--- config.mk ---
export PLATFORM = sky130hd
export DESIGN_NAME = llmc_ram
export DESIGN_NICKNAME = d
export VERILOG_FILES = /design/src/hw/rtl/llmc_ram.sv
export SDC_FILE = /design/constraint.sdc
export NUM_CORES = 2
export LEC_CHECK = 0
export BUFFER_PORTS_ARGS = -buffer_cell sky130_fd_sc_hd__buf_2
export CORE_MARGIN = 1
export CORE_UTILIZATION = 30
export DETAILED_ROUTE_END_ITERATION = 10
export PLACE_DENSITY_LB_ADDON = 0.05
export SLEW_MARGIN = 20
export SYNTH_ARGS = -nofsm -noshare
export SYNTH_HDL_FRONTEND = slang
export SYNTH_SLANG_ARGS = --single-unit
--- constraint.sdc ---
create_clock -name clk -period 6.9 [get_ports clk]
set_input_delay 0.69 -clock clk [delete_from_list [all_inputs] [get_ports clk]]
set_output_delay 0.69 -clock clk [all_outputs]
set_load 0.01 [all_outputs]
--- src/hw/rtl/llmc_ram.sv ---
// Generic simple dual-port RAM with one write port and a registered read port.
`timescale 1ns / 1ps

module llmc_ram #(
    parameter int WIDTH = 8,
    parameter int DEPTH = 512
) (
    input  logic                     clk,
    input  logic                     wr_en,
    input  logic [$clog2(DEPTH)-1:0] wr_addr,
    input  logic [WIDTH-1:0]         wr_data,
    input  logic [$clog2(DEPTH)-1:0] rd_addr,
    output logic [WIDTH-1:0]         rd_data
);

    logic [WIDTH-1:0] mem [DEPTH];

    always_ff @(posedge clk)
    begin
        if (wr_en)
        begin
            mem[wr_addr] <= wr_data;
        end
        rd_data <= mem[rd_addr];
    end

endmodule

==> qor.txt <==
=================================================================================================
Run status                                                                              completed
Summed instance area of the synthesized netlist                                       159900 um^2
Main combinational cell family by area after synthesis                               multiplexers
Largest incremental delay on the critical path                                            0.89 ns
Static Leak                                                                              56.86 nW
Leading cell type in the layout, fill and taps excluded                              sky130_fd_sc_hd__edfxtp_1
Count of boundary I/O pins                                                                     36
Placer congestion estimate                                                                 0.7961
Reg2reg end                                                                            rd_data[7]
Flop-to-flop setup slack                                                                  3.66 ns
Root buf cell                                                                        sky130_fd_sc_hd__clkbuf_16
Number of buffers inserted during clock tree synthesis                                        470
Top library cells by usage in the layout, fill and taps aside                        sky130_fd_sc_hd__edfxtp_1 (4096), sky130_fd_sc_hd__mux2i_1 (797), sky130_fd_sc_hd__mux4_2 (654)
WHS Endpoint                                                                          mem[463][2]
Max-slew violation total from the final report                                                  0
Register-to-Register Path Depth                                                                 7
Multiplexer share of the synthesized area                                                  14.20%
Area share of xor/xnor cells in the synthesized design                                         0%
Vias in the first global route                                                              82473
Total of hold buffers inserted after clock tree synthesis                                       0
Placed cell count                                                                           14760
Worst Skew                                                                             0.05017 ns
Placeable Area                                                                        529800 um^2
Count of yosys warnings during synthesis                                                        0
Clock latency on the worst-skew pair                                                      1.01 ns
Max-cap viol count                                                                              0
Total of endpoints with negative setup slack in the final report                                0
Worst slack, placed                                                                      1.567 ns
Critical path startpoint category                                                       input pin
CTS clk-pin slew, worst paths                                                             0.06 ns
Number of enable-type register cells in the synthesized netlist                              4096
Final period util                                                                          64.14%
Overall power                                                                            54.00 mW
Pwr dens                                                                             294.5 nW/um^2
CP dominant cell by count                                                            sky130_fd_sc_hd__o21ai_0
Detail Placement HPWL                                                                   318800 um
Remaining number of nets flagged by the antenna check after routing                             0
Number of distinct library cell variants in the gate-level netlist after synthesis             51
Maximum number of pins on one net before global-route repair                                  154
Synth-to-layout area growth                                                                14.63%
Setup crit end kind                                                                     flip-flop
Total number of clock tree sinks                                                             4104
PortBufs                                                                                       35
Number of nets in the finished design                                                        8267
Hold Path Depth                                                                                 1
Top cell type's share of synthesized area                                                  76.91%
Layout cells sized above 1                                                                 18.10%
Asr flop ratio synth                                                                           0%
Worst Path Arrival                                                                        5.38 ns
Sum of routed wire length over all layers                                               523800 um
Cell Chain, Critical Path                                                            buf_8 -> or2_4 -> buf_12 -> buf_4 -> o221ai_1 -> a21oi_1 -> o21ai_0 -> nand3_1 -> o21ai_0 -> o2111a_1
All-Layer GR Usage                                                                         19.03%
Top flip-flop cell by instance count after synthesis                                 sky130_fd_sc_hd__edfxtp_1
Net count of the mapped netlist                                                              8058
Height of the die                                                                        732.1 um
Number of cells produced by synthesis                                                        8030
Worst Hold Margin                                                                       0.1324 ns
Via Count                                                                                   80718
H-Tree Level Count                                                                              5
Flops & latches, synth                                                                       4104
Yosys top cell by area                                                               sky130_fd_sc_hd__edfxtp_1
Worst slew margin relative to its limit                                                    13.76%
Buffers from clock root to sink, at most                                                        4
F_max                                                                                  0.2260 GHz
RSZ-0062 raised after global routing                                                           no
Worst path slowest cell                                                              sky130_fd_sc_hd__o21ai_0
Routed len/inst                                                                          33.49 um
Adder and majority gate portion of the synthesized area                                        0%
Area of the die                                                                       536000 um^2
Buffers inserted during post-CTS setup optimization                                             0
Endpoints failing hold                                                                          0
Gates resized, CTS repair                                                                       0
Area contributors post-synth                                                         sky130_fd_sc_hd__edfxtp_1 (77%), sky130_fd_sc_hd__mux4_2 (9.2%), sky130_fd_sc_hd__mux2i_1 (5.0%)
Effective utilization at floorplan                                                         30.18%
Compound-gate portion of the synthesized area                                              4.313%
Peak fanout along the critical path                                                            80
Hold_sp                                                                                wr_data[2]
Fin worst setup slack                                                                    2.474 ns
Worst Path Required                                                                       7.85 ns
Simple-gate area share of the yosys netlist                                                2.631%
Peak supply drop                                                                         208.6 uV
Worst reg2reg path startpoint                                                         mem[472][7]
Class of the worst hold path                                                            in -> reg
Post-Layout Cell Count                                                                      15639
Initial antenna violation count                                                                53
Seq/Total Area, Yosys                                                                      77.01%
Initial DRC Count                                                                            7015
Mean cell area of the mapped netlist                                                   19.92 um^2
Worst Setup Path Type                                                                   in -> reg
Clock tree from TritonCTS                                                                     yes
Pre-antenna DRT Iters                                                                           5
Die width                                                                                732.1 um
Worst-Margin Slew                                                                        1.294 ns
Setup tns final                                                                              0 ns
Site Rows                                                                                     267
Min Clock Period, post-route                                                             4.426 ns
Avg Vias per Cell                                                                           5.161
First-pass GRT wire length                                                              717000 um
Remaining DRCs                                                                                  0
Total grt overflow                                                                              0
=================================================================================================
## synth_stat cells (7+ instances only)
| cell type | number |
|---|---|
| sky130_fd_sc_hd__a211oi_1 | 17 |
| sky130_fd_sc_hd__a21oi_1 | 194 |
| sky130_fd_sc_hd__a22oi_1 | 61 |
| sky130_fd_sc_hd__and2_1 | 20 |
| sky130_fd_sc_hd__buf_1 | 41 |
| sky130_fd_sc_hd__buf_2 | 57 |
| sky130_fd_sc_hd__buf_4 | 70 |
| sky130_fd_sc_hd__buf_6 | 64 |
| sky130_fd_sc_hd__buf_8 | 11 |
| sky130_fd_sc_hd__clkbuf_1 | 265 |
| sky130_fd_sc_hd__dfxtp_1 | 8 |
| sky130_fd_sc_hd__edfxtp_1 | 4096 |
| sky130_fd_sc_hd__mux2i_1 | 797 |
| sky130_fd_sc_hd__mux4_2 | 654 |
| sky130_fd_sc_hd__nand2_1 | 111 |
| sky130_fd_sc_hd__nand3_1 | 36 |
| sky130_fd_sc_hd__nand4_1 | 32 |
| sky130_fd_sc_hd__nor2_1 | 597 |
| sky130_fd_sc_hd__nor3_1 | 109 |
| sky130_fd_sc_hd__nor3b_1 | 8 |
| sky130_fd_sc_hd__nor4_1 | 36 |
| sky130_fd_sc_hd__o2111a_1 | 8 |
| sky130_fd_sc_hd__o21ai_0 | 118 |
| sky130_fd_sc_hd__o221ai_1 | 371 |
| sky130_fd_sc_hd__o22ai_1 | 163 |
| sky130_fd_sc_hd__o31ai_1 | 13 |
| sky130_fd_sc_hd__o41ai_1 | 7 |
## worst max-delay path by stage
stage	endpoint	start	cells after the start
finish	rd_data[6]	rd_addr[2]	10
global route	rd_data[6]	rd_addr[2]	10
detailed placement	rd_data[6]	rd_addr[2]	10
global placement	rd_data[7]	rd_addr[3]	7
CTS	rd_data[6]	rd_addr[2]	10
floorplan	rd_data[0]	rd_addr[0]	10
## metrics by stage
step	util [%]	instance area, um^2
floorplan	-	159900
global placement	31.84	168700
detailed placement	31.86	168800
CTS	34.59	183300
global route	34.60	183300
finish	34.60	183300
## cells by family after synthesis
logic type	after synthesis
AO/OA/AOI/OAI	979
buffers and inverters	516
flip-flops	4104
multiplexers	1451
AND/OR/NAND/NOR	980
## critical path, delay by kind of cell
kind            cells  cell delay, ns
compound gates      5            2.56
buf+inv             3            0.84
simple gates        2            0.82
## registers in the layout, indices dropped and copies added (netlist names)
signal,flops
mem,4096
rd_data,8
## power by group
| part | switching, mW | leakage [nW] | internal, mW |
|---|---|---|---|
| Combinational | 1.94 | 13.0 | 0.796 |
| Clock | 10.2 | 7.02 | 13.6 |
| Sequential | 0.0375 | 36.9 | 27.5 |
| Total | 12.1 | 56.9 | 41.9 |
## final cells by class
cell class / instances / area (um^2)
multi-input combinational: 3410 / 34170
fill: 49583 / 346500
tap: 6994 / 8751
timing repair buffer: 250 / 2730
inverter: 3 / 20.02
sequential: 4104 / 123200
antenna: 14 / 35.03
clock buffer: 628 / 12580
clock inverter: 236 / 1888
## routing by layer
layer	wire length, um	part of all wire [%]	track usage, %	vias to the layer above
li1	-	-	-	34023
met1	239600	46	27.22	43994
met2	250400	48	31.25	2096
met3	22920	4.4	2.417	603
met4	10890	2.1	3.782	2
met5	13	0.0025	0	-
No activity file was read; power rests on OpenSTA's default activity.
