[src/hw/rtl/llmc_pkg.sv]
// Shared types, marker strings and helper functions for the log line marker capture unit.
`timescale 1ns / 1ps

package llmc_pkg;

    localparam int MARKERS = 4;
    localparam int PROG_W  = 6;

    localparam logic [32*8-1:0] MARK0 = "Start waypoint v3 mission failed";
    localparam logic [18*8-1:0] MARK1 = "waypoint v3 action";
    localparam logic [6*8-1:0]  MARK2 = "error:";
    localparam logic [6*8-1:0]  MARK3 = "failed";

    localparam logic [PROG_W-1:0] MARK_LEN [MARKERS] = '{6'd32, 6'd18, 6'd6, 6'd6};

    localparam logic [7:0] CH_NL  = 8'd10;
    localparam logic [7:0] CH_CR  = 8'd13;
    localparam logic [7:0] CH_SP  = 8'd32;
    localparam logic [7:0] CH_TAB = 8'd9;
    localparam logic [7:0] CH_NUL = 8'd0;

    localparam logic CMD_FEED = 1'b0;
    localparam logic CMD_READ = 1'b1;

    typedef enum logic [1:0] {
        ST_IDLE,
        ST_READ,
        ST_COPY
    } state_t;

    // Status of the line being assembled, as seen by the controller.
    typedef struct packed {
        logic nonempty;
        logic start_hit;
        logic action_hit;
    } scan_flags_t;

    // Character at position p of marker m; zero past the marker's end.
    function automatic logic [7:0] mark_char(input logic [1:0] m, input logic [4:0] p);
        int ip;
        logic [7:0] ch;
        ip = int'(p);
        ch = '0;
        case (m)
            2'd0: ch = MARK0[(31 - ip)*8 +: 8];
            2'd1: if (ip < 18) ch = MARK1[(17 - ip)*8 +: 8];
            2'd2: if (ip < 6) ch = MARK2[(5 - ip)*8 +: 8];
            2'd3: if (ip < 6) ch = MARK3[(5 - ip)*8 +: 8];
            default: ch = '0;
        endcase
        return ch;
    endfunction

    // None of the markers has a border, so a mismatch falls back to the first character.
    function automatic logic [PROG_W-1:0] mark_advance(input logic [1:0] m,
                                                       input logic [PROG_W-1:0] p,
                                                       input logic [7:0] c);
        logic [PROG_W-1:0] q;
        if (mark_char(m, p[4:0]) == c) begin
            q = p + 6'd1;
        end
        else if (mark_char(m, 5'd0) == c) begin
            q = 6'd1;
        end
        else begin
            q = '0;
        end
        return q;
    endfunction

endpackage

[src/hw/rtl/llmc_scan.sv]
// Line tracker: byte count, trim bounds, NUL detection and the four marker matchers.
`timescale 1ns / 1ps

module llmc_scan #(
    parameter int LINE_BYTES = 512
) (
    input  logic                          clk,
    input  logic                          rst_n,
    input  logic                          take,
    input  logic                          clear,
    input  logic [7:0]                    data_byte,
    output logic                          wr_en,
    output logic [$clog2(LINE_BYTES)-1:0] count,
    output logic [$clog2(LINE_BYTES)-1:0] first_text,
    output logic [$clog2(LINE_BYTES)-1:0] last_text,
    output llmc_pkg::scan_flags_t         flags
);

    localparam int LW = $clog2(LINE_BYTES);

    logic [LW-1:0] count_reg, count_next;
    logic [LW-1:0] first_reg, first_next;
    logic [LW-1:0] last_reg, last_next;
    logic          nul_reg, nul_next;
    logic [llmc_pkg::PROG_W-1:0] prog_reg [llmc_pkg::MARKERS];
    logic [llmc_pkg::PROG_W-1:0] prog_next [llmc_pkg::MARKERS];
    logic [llmc_pkg::MARKERS-1:0] found_reg, found_next;
    logic          room;
    logic          blank;
    logic          visible;

    assign room    = 32'(count_reg) < (LINE_BYTES - 1);
    assign blank   = (data_byte == llmc_pkg::CH_SP) || (data_byte == llmc_pkg::CH_TAB);
    assign visible = !(blank || data_byte == llmc_pkg::CH_CR || data_byte == llmc_pkg::CH_NL);
    assign wr_en   = take && room;

    always_comb
    begin
        count_next = count_reg;
        first_next = first_reg;
        last_next  = last_reg;
        nul_next   = nul_reg;
        found_next = found_reg;
        for (int m = 0; m < llmc_pkg::MARKERS; m++)
        begin
            prog_next[m] = prog_reg[m];
        end
        if (clear)
        begin
            count_next = '0;
            first_next = '0;
            last_next  = '0;
            nul_next   = 1'b0;
            found_next = '0;
            for (int m = 0; m < llmc_pkg::MARKERS; m++)
            begin
                prog_next[m] = '0;
            end
        end
        else if (wr_en)
        begin
            count_next = count_reg + LW'(1);
            if (!nul_reg)
            begin
                if (data_byte == llmc_pkg::CH_NUL)
                begin
                    nul_next = 1'b1;
                end
                else
                begin
                    if (first_reg == count_reg && blank)
                    begin
                        first_next = count_reg + LW'(1);
                    end
                    if (visible)
                    begin
                        last_next = count_reg + LW'(1);
                    end
                    for (int m = 0; m < llmc_pkg::MARKERS; m++)
                    begin
                        if (!found_reg[m])
                        begin
                            prog_next[m] = llmc_pkg::mark_advance(2'(m), prog_reg[m], data_byte);
                            found_next[m] = (prog_next[m] == llmc_pkg::MARK_LEN[m]);
                        end
                    end
                end
            end
        end
    end

    always_ff @(posedge clk or negedge rst_n)
    begin
        if (!rst_n)
        begin
            count_reg <= '0;
            first_reg <= '0;
            last_reg  <= '0;
            nul_reg   <= 1'b0;
            found_reg <= '0;
            for (int m = 0; m < llmc_pkg::MARKERS; m++)
            begin
                prog_reg[m] <= '0;
            end
        end
        else
        begin
            count_reg <= count_next;
            first_reg <= first_next;
            last_reg  <= last_next;
            nul_reg   <= nul_next;
            found_reg <= found_next;
            for (int m = 0; m < llmc_pkg::MARKERS; m++)
            begin
                prog_reg[m] <= prog_next[m];
            end
        end
    end

    assign count      = count_reg;
    assign first_text = first_reg;
    assign last_text  = last_reg;
    assign flags.nonempty   = count_reg != '0;
    assign flags.start_hit  = found_reg[0];
    assign flags.action_hit = found_reg[1] && found_reg[2] && found_reg[3];

endmodule

[config.mk]
export PLATFORM = sky130hd
export DESIGN_NAME = llmc_scan
export DESIGN_NICKNAME = d
export VERILOG_FILES = /design/src/hw/rtl/llmc_pkg.sv /design/src/hw/rtl/llmc_scan.sv
export SDC_FILE = /design/constraint.sdc
export NUM_CORES = 1
export LEC_CHECK = 0
export ABC_AREA = 1
export BUFFER_PORTS_ARGS = -buffer_cell sky130_fd_sc_hd__clkbuf_2
export CAP_MARGIN = 0
export CORE_MARGIN = 2
export CORE_UTILIZATION = 50
export DETAILED_ROUTE_END_ITERATION = 16
export GPL_TIMING_DRIVEN = 0
export PLACE_DENSITY_LB_ADDON = 0.2
export SYNTH_ARGS = -nofsm -noshare
export SYNTH_HDL_FRONTEND = slang
export SYNTH_SLANG_ARGS = --single-unit
[constraint.sdc]
create_clock -name clk -period 2.6 [get_ports clk]
set_clock_uncertainty 0.05 [all_clocks]
set_input_delay 0.13 -clock clk [delete_from_list [all_inputs] [get_ports clk]]
set_output_delay 0.13 -clock clk [all_outputs]
set_load 0.01 [all_outputs]
==> results of run 1 <==
## power breakdown
group | internal, µW | total (µW) | switching, µW
sequential | 885 | 903 | 17.9
clock | 194 | 485 | 291
combinational | 73.6 | 229 | 155
## cell usage in the layout, fill, tap and decap left out, types with 3 or more instances in the layout
| master | instances |
|---|---|
| nand2_1 | 175 |
| nand3_1 | 69 |
| clkbuf_1 | 6 |
| dfrtp_1 | 51 |
| clkbuf_8 | 5 |
| nand3_4 | 4 |
| o21ai_1 | 4 |
| nand3_2 | 6 |
| nand2_2 | 13 |
| a21oi_2 | 8 |
| ha_1 | 14 |
| nor2_4 | 6 |
| o21ai_0 | 28 |
| or2_2 | 4 |
| nand2_4 | 8 |
| o211ai_1 | 6 |
| inv_1 | 70 |
| nand4_1 | 13 |
| a21oi_1 | 20 |
| clkbuf_2 | 37 |
| clkinv_1 | 3 |
| dfrtp_2 | 5 |
| xnor2_1 | 7 |
| inv_2 | 7 |
| nor2_1 | 59 |
| mux2_4 | 7 |
| nor3_1 | 17 |
| xor2_1 | 21 |
| nor2_2 | 4 |
| buf_4 | 23 |
| o22ai_1 | 12 |
| buf_2 | 6 |
## logic make-up after synthesis
group | count (synthesis) | synth area share [%]
multiplexers | 9 | 2.74
AO/OA/AOI/OAI | 83 | 10.4
flip-flops | 56 | 30.1
AND/OR/NAND/NOR | 386 | 38.5
adder cells (fa/ha/maj) | 16 | 4.30
XOR/XNOR | 28 | 5.27
buffers and inverters | 99 | 8.66
## worst min-delay path, delay by kind of cell
kind	cells	cell delay, ns
AOI/OAI and AO/OA	1	0.08
and+or+nand+nor	1	0.10
buffers and inverters	1	0.11
## worst max path at each step
stage                                     to  slack, ns  depth (start not counted)
global route        found_reg[1]$_DFFE_PN0P_      -0.07                         19
detailed placement  found_reg[1]$_DFFE_PN0P_      -0.16                         18
global placement    found_reg[1]$_DFFE_PN0P_      -0.11                         18
CTS                 found_reg[1]$_DFFE_PN0P_     -0.006                         17
floorplan           found_reg[1]$_DFFE_PN0P_       0.24                         18
finish              found_reg[1]$_DFFE_PN0P_       0.10                         19
## stage by stage
| step | utilization [%] | area (µm²) |
|---|---|---|
| 2_1_floorplan | - | 4650 |
| 4_1_cts | 55.7 | 5090 |
| 3_3_place_gp | 54.4 | 4980 |
| 5_1_grt | 59.0 | 5400 |
| 3_5_place_dp | 54.5 | 4990 |
| 6_report | 59.0 | 5400 |
## layer usage
layer | routed length [µm] | GRT usage, %
met1 | 5530 | 35.4
met2 | 5810 | 40.0
met3 | 560 | 2.36
met4 | 95 | 4.64
met5 | 0 | 0
## cell type report
type / count / area, µm²
tap: 111 / 139
timing repair buffer: 61 / 368
clock buffer: 5 / 68.8
fill: 863 / 3750
inverter: 83 / 329
multi-input combinational: 522 / 2980
clock inverter: 3 / 22.5
buffer: 15 / 82.6
sequential: 56 / 1410
## timing repair
action,in CTS,in global routing
setup endpoints to repair,7,14
pin swaps,0,17
gates cloned,0,0
hold endpoints to repair,56,0
gates resized for setup,4,44
buffers inserted,0,22
hold buffers,1,0
==> metrics.md, run 1 <==
| Metric | Value |
|---|---|
| Die Span Y | `100 µm` |
| Core Area | `~9200 µm²` |
| Die area | `10,100 µm²` |
| Fraction of layout cells with a size suffix above 1 | `approximately 22%` |
| Hold Path Sink | `nul_reg$_DFFE_PN0P_` |
| Period Utilization, post-route | `a little over nine tenths` |
| Synth top cells by count | `nand2_1, inv_1, nand3_1` |
| Critical-path cell list | `buf_6, clkinv_8, ha_4, nand2_4, nand2_4, buf_6, buf_4, nand2_1, nand2_1, nand3_1, nand2_2, nand2_1, nand2_2, nand3_2, nor2_4, nand3_4, nor3_4, nand3_1, a21oi_1` |
| HP Start | `take` |
| Clock buffer depth | `2` |
| CP delay by family, top | `simple AND/OR/NAND/NOR gates` |
| Unrepaired setup endpoints after global routing | `yes` |
| Critical Path End Type | `flip-flop` |
| Syn_area_per_cell | `between 6 and 7 µm²` |
| Chip width | `between 100 and 150 µm` |
| Crit path DAT | `about 2.7 ns` |
| Root Buffer | `clkbuf_8` |
| Yosys warns | `0` |
| Synth area leader | `dfrtp_1` |
| Largest net degree at the start of global routing | `57` |
| Ant diodes | `0` |
| Most frequent cell after synthesis | `nand2_1` |
| Worst skew pair latency | `0.31 ns` |
| GP Congestion | `roughly 0.9` |
| Worst path required time | `~2.8 ns` |
| CP dominant cell by count | `nand2_1` |
| Max reg flops | `24` |
| Routed vias/inst | `5.47` |
| Post-Synthesis Cells | `between 600 and 700` |
| WHS Path Cells | `3` |
| Achievable clock frequency | `~0.4 GHz` |
| Post-synth cell types | `42` |
| Setup slack, reg-to-reg | `about 0.10 ns` |
| Initial antenna violation count | `0` |
| Final setup vio count | `0` |
| Slowest-stage cell, CP | `dfrtp_1` |
| Crit start category | `flip-flop` |
| Reg2Reg Launch Point | `prog_reg[13]$_DFFE_PN0P_` |
| # DRC | `0` |
| Overall power | `approximately 1600 µW` |
| EDFF count, synth | `0` |
| Total CTS buffers | `5` |
| Synth top area share | `approximately 30%` |
| Clock sink count | `56` |
| CTS clk-pin slew, worst paths | `~0.1 ns` |
| Worst-Margin Slew | `between 0.7 and 0.8 ns` |
| Crit Path Class | `reg2reg` |
| DRT Wirelength | `around 12 mm` |
| # placed instances | `between 800 and 900` |
| Synthesized cell area | `~4700 µm²` |
| Vias in the first global route | `about 4,300` |
| CTS tree | `done` |
| Place WS | `-0.161 ns` |
| Maximum Capacitance Violations | `0` |
| Crit path from | `prog_reg[13]$_DFFE_PN0P_` |
| DR iter-0 viols | `~290` |
| DR pass1 iterations | `5` |
| IO Pins | `43` |
| Total leakage power | `0.00273 µW` |
| Outcome | `finished, final reports clean` |
| Antenna viol nets, final | `0` |
| Setup TNS Final | `0 ns` |
| Post-Layout Cell Count | `around 860` |
| FF+latch count, synth | `56` |
| R2r worst-path depth | `19` |
| Core Rows | `35` |
| Max FO, Critical Path | `8` |
| Max_slew headroom | `between 40% and 50%` |
| Minimum clock period | `around 2.5 ns` |
| Final Hold Violating Endpoints | `0` |
| Async set or reset register ratio after synthesis | `100%` |
| Power Density | `between 200 and 300 nW/µm²` |
| Critical path's largest stage delay | `approximately 0.43 ns` |
| Hold Worst Slack | `0.101 ns` |
| Drt wl/cell | `14.0 µm` |
| Final Slew Violations | `0` |
| VDD IR max | `between 0.0002 and 0.0003 V` |
| Register area share after synthesis | `30.1%` |
| Nets@finish | `slightly below 800` |
| Grt ovf | `0` |
| Synth area leaders | `dfrtp_1, nand2_1, nand3_1, inv_1, nor2_1` |
| Hold Crit Class | `in2reg` |
| Synth Net Count | `between 700 and 800` |
| H-tree levels | `2` |
| Overall track demand over capacity in global routing | `between 20% and 30%` |
| Critical R2R Capture | `found_reg[1]$_DFFE_PN0P_` |
| I/O Buffers | `38` |
| Global-route wire length before repair | `slightly above 20 mm` |
| Buf+Inv Stages, Crit Path | `4` |
| Detailed placement HPWL | `slightly below 9 mm` |
| Initial Util | `just over 50%` |
| Via Count | `4,681` |
| Area Overhead vs Synth | `16.0%` |
| Primary FF master, synth | `dfrtp_1` |
| Setup ws final | `0.104 ns` |
No activity file was read; power rests on OpenSTA's default activity.
==> run 2, diff against run 1 <==
--- a/config.mk
+++ b/config.mk
@@ -8,6 +8,7 @@
 export ABC_AREA = 1
 export BUFFER_PORTS_ARGS = -buffer_cell sky130_fd_sc_hd__clkbuf_2
 export CAP_MARGIN = 0
+export CORE_ASPECT_RATIO = 0.7
 export CORE_MARGIN = 2
 export CORE_UTILIZATION = 50
 export DETAILED_ROUTE_END_ITERATION = 16
==> run 2 against run 1 <==
  * Maximum frequency shrank 0.47%
  * Sequential cell count unchanged
  * Count of clock-buffer cells in the layout increased by 1
  * Clock power increased by 36%
  * Sequential power barely moved
  * Non-clock buffer count is 4 lower
  * Routed wire length grew 4.2%
  * Combinational power barely moved
  * Cell count rose by 0.93%
  * Critical path depth is 3 lower
  * Critical endpoint unchanged
==> metrics.md, run 2 (same netlist as run 1, synthesis figures left out) <==
| Metric | Value |
|---|---|
| Outcome | `finished, final reports clean` |
| Worst skew pair latency | `0.30 ns (about the same)` |
| Critical Path End Type | `flip-flop` |
| # DRC | `0 (unchanged)` |
| Root Buffer | `clkbuf_16` |
| Grt ovf | `0 (unchanged)` |
| Die Span Y | `84.7 µm (-16%)` |
| Power Density | `329 nW/µm² (+9.9%)` |
| Initial Util | `51.3% (+0.46 points)` |
| Maximum Capacitance Violations | `0 (unchanged)` |
| GP Congestion | `0.902 (-2.4%)` |
| Hold Crit Class | `in2reg` |
| Multi-input logic area | `2980 µm² (-0.25%)` |
| CTS tree | `done` |
| Drt wl/cell | `14.5 µm (+3.2%)` |
| DR iter-0 viols | `459 (+59%)` |
| Via Count | `4,686 (+0.11%)` |
| Achievable clock frequency | `0.399 GHz (-0.47%)` |
| Setup ws final | `0.0921 ns (-0.0118 ns)` |
| Nets@finish | `768 (-0.52%)` |
| Overall track demand over capacity in global routing | `25.0% (+0.60 points)` |
| Max FO, Critical Path | `8 (unchanged)` |
| Worst-Margin Slew | `0.774 ns (+0.0105 ns)` |
| H-tree levels | `2 (unchanged)` |
| Chip width | `119 µm (+19%)` |
| Routed vias/inst | `5.42 (-0.82%)` |
| Global-route wire length before repair | `20.7 mm (+1.5%)` |
| Total CTS buffers | `5 (unchanged)` |
| Clock power frac | `36.8% (+6.8 points)` |
| Net Sw Power | `482 µW (+3.7%)` |
| DR pass1 iterations | `6 (+1)` |
| Overall power | `1790 µW (+11%)` |
| Die area | `10,100 µm² (+0.13%)` |
| I/O Buffers | `38 (unchanged)` |
| Detailed placement HPWL | `9.17 mm (+2.9%)` |
| Max reg flops | `24 (unchanged)` |
| Final Hold Violating Endpoints | `0 (unchanged)` |
| Crit start category | `flip-flop` |
| Fraction of layout cells with a size suffix above 1 | `20.4% (-1.3 points)` |
| Largest net degree at the start of global routing | `57 (unchanged)` |
| Commonest non-fill, non-tap cell in the layout | `nand2_1` |
| Core Rows | `29 (-17%)` |
| Core Area | `9070 µm² (-0.89%)` |
| Minimum clock period | `2.51 ns (+0.0118 ns)` |
| Place WS | `-0.148 ns (+0.0134 ns)` |
| Hold Worst Slack | `0.101 ns (+0.0000870 ns)` |
| IO Pins | `43 (unchanged)` |
| Initial antenna violation count | `0 (unchanged)` |
| # fillers | `841 (-2.5%)` |
| Vias in the first global route | `4,317 (+1.2%)` |
| Sequential Area | `1410 µm² (about the same)` |
| Switching share of power | `26.9% (-1.8 points)` |
| Final setup vio count | `0 (unchanged)` |
| Area Overhead vs Synth | `17.0%` |
| CTS clk-pin slew, worst paths | `0.07 ns (-0.03 ns)` |
| DRT Wirelength | `12.5 mm (+4.2%)` |
| Max_slew headroom | `48.4% (-0.70 points)` |
| Pint | `1310 µW (+14%)` |
| Clock buffer depth | `2 (unchanged)` |
| # placed instances | `839 (+1.6%)` |
| Unrepaired setup endpoints after global routing | `yes` |
| Worst path required time | `2.77 ns (about the same)` |
| Post-Layout Cell Count | `864 (+0.93%)` |
| Most frequent cells in the layout | `nand2_1, nand3_1, inv_1` |
| Final Slew Violations | `0 (unchanged)` |
| Period Utilization, post-route | `96.5% (+0.45 points)` |
| Ant diodes | `0 (unchanged)` |
| Antenna viol nets, final | `0 (unchanged)` |
| Power share of the sequential group | `50.4% (-5.4 points)` |
| Clock sink count | `56 (unchanged)` |
| Crit path DAT | `2.68 ns (about the same)` |
| Total leakage power | `0.00273 µW (-0.12%)` |
| VDD IR max | `0.000288 V (+9.7%)` |
| Logic gate share of total power | `12.7% (-1.5 points)` |
| Crit Path Class | `reg2reg` |
[run 2: cell types whose count changed in the layout (fill, tap and decap cells not counted), moves of 4 or more]
cell and change:
nand2_1 +6, nor2_2 +4, clkbuf_16 +6, clkbuf_8 -5, nand2_2 -6, buf_4 -5
[run 2: final cells by class]
type | instances | area share (%)
timing repair buffer | 57 | 6.53
inverter | 83 | 6.09
tap | 124 | 2.85
buffer | 15 | 1.59
multi-input combinational | 522 | 54.7
clock inverter | 1 | 0.0919
clock buffer | 6 | 2.37
sequential | 56 | 25.8
[run 2: repair_timing]
item,CTS,global route
resized for setup,4,41
hold endpoints to repair,56,0
hold buffers,1,0
cloned,0,1
pin swaps,0,22
endpoints found under the setup margin,8,17
buffers inserted,0,17
[run 2: path summary, 6_finish.rpt]
| check | startpoint | endpoint | slack [ns] | depth (start not counted) |
|---|---|---|---|---|
| max reg2reg | prog_reg[13]$_DFFE_PN0P_ | found_reg[1]$_DFFE_PN0P_ | 0.09 | 16 |
| max | prog_reg[13]$_DFFE_PN0P_ | found_reg[1]$_DFFE_PN0P_ | 0.09 | 16 |
| min | take | nul_reg$_DFFE_PN0P_ | 0.10 | 3 |
| min reg2reg | last_text[0]$_DFFE_PN0P_ | last_text[0]$_DFFE_PN0P_ | 0.46 | 1 |
| min in group asynchronous | rst_n | prog_reg[20]$_DFFE_PN0P_ | 0.41 | 2 |
| max in group asynchronous | rst_n | prog_reg[14]$_DFFE_PN0P_ | 1.52 | 2 |
[run 2: through the flow]
stage | TNS (ns) | utilization (%) | area (µm²)
2_1_floorplan | 0 | - | 4650
3_3_place_gp | -0.171 | 55.1 | 5000
3_5_place_dp | -0.349 | 55.1 | 5000
4_1_cts | -0.0184 | 56.8 | 5150
5_1_grt | -0.0530 | 60.0 | 5450
6_report | 0 | 60.0 | 5450
[run 2: power by group through the flow]
stage                     Combinational (µW)  Sequential [µW]  Clock [µW]
final                                    228              903         660
after global routing                     254              904         701
after CTS                                224              903         666
after detailed placement                 222              920           0
after global placement                   218              919           0
after floorplan                          128              924           0
[run 2: critical path, stage by stage (launching register included)]
cell and delay, ns:
dfrtp_1 0.40, buf_6 0.14, clkinv_8 0.06, ha_4 0.25, nor2_4 0.16, nand3_4 0.11, nand2_4 0.10, nand2_4 0.07
nor2_8 0.15, nand2_2 0.08, nand2_2 0.06, nand3_2 0.07, nor2_2 0.12, nand3_2 0.14, nor3_2 0.23, nand3_1 0.11
a21oi_1 0.14
[run 2: metal layers]
layer | vias to the layer above | global-route usage (%) | wire length [µm]
li1 | 2339 | - | -
met1 | 2178 | 38.1 | 6170
met2 | 153 | 37.4 | 5400
met3 | 16 | 4.69 | 819
met4 | 0 | 4.28 | 102
met5 | - | 0 | 0
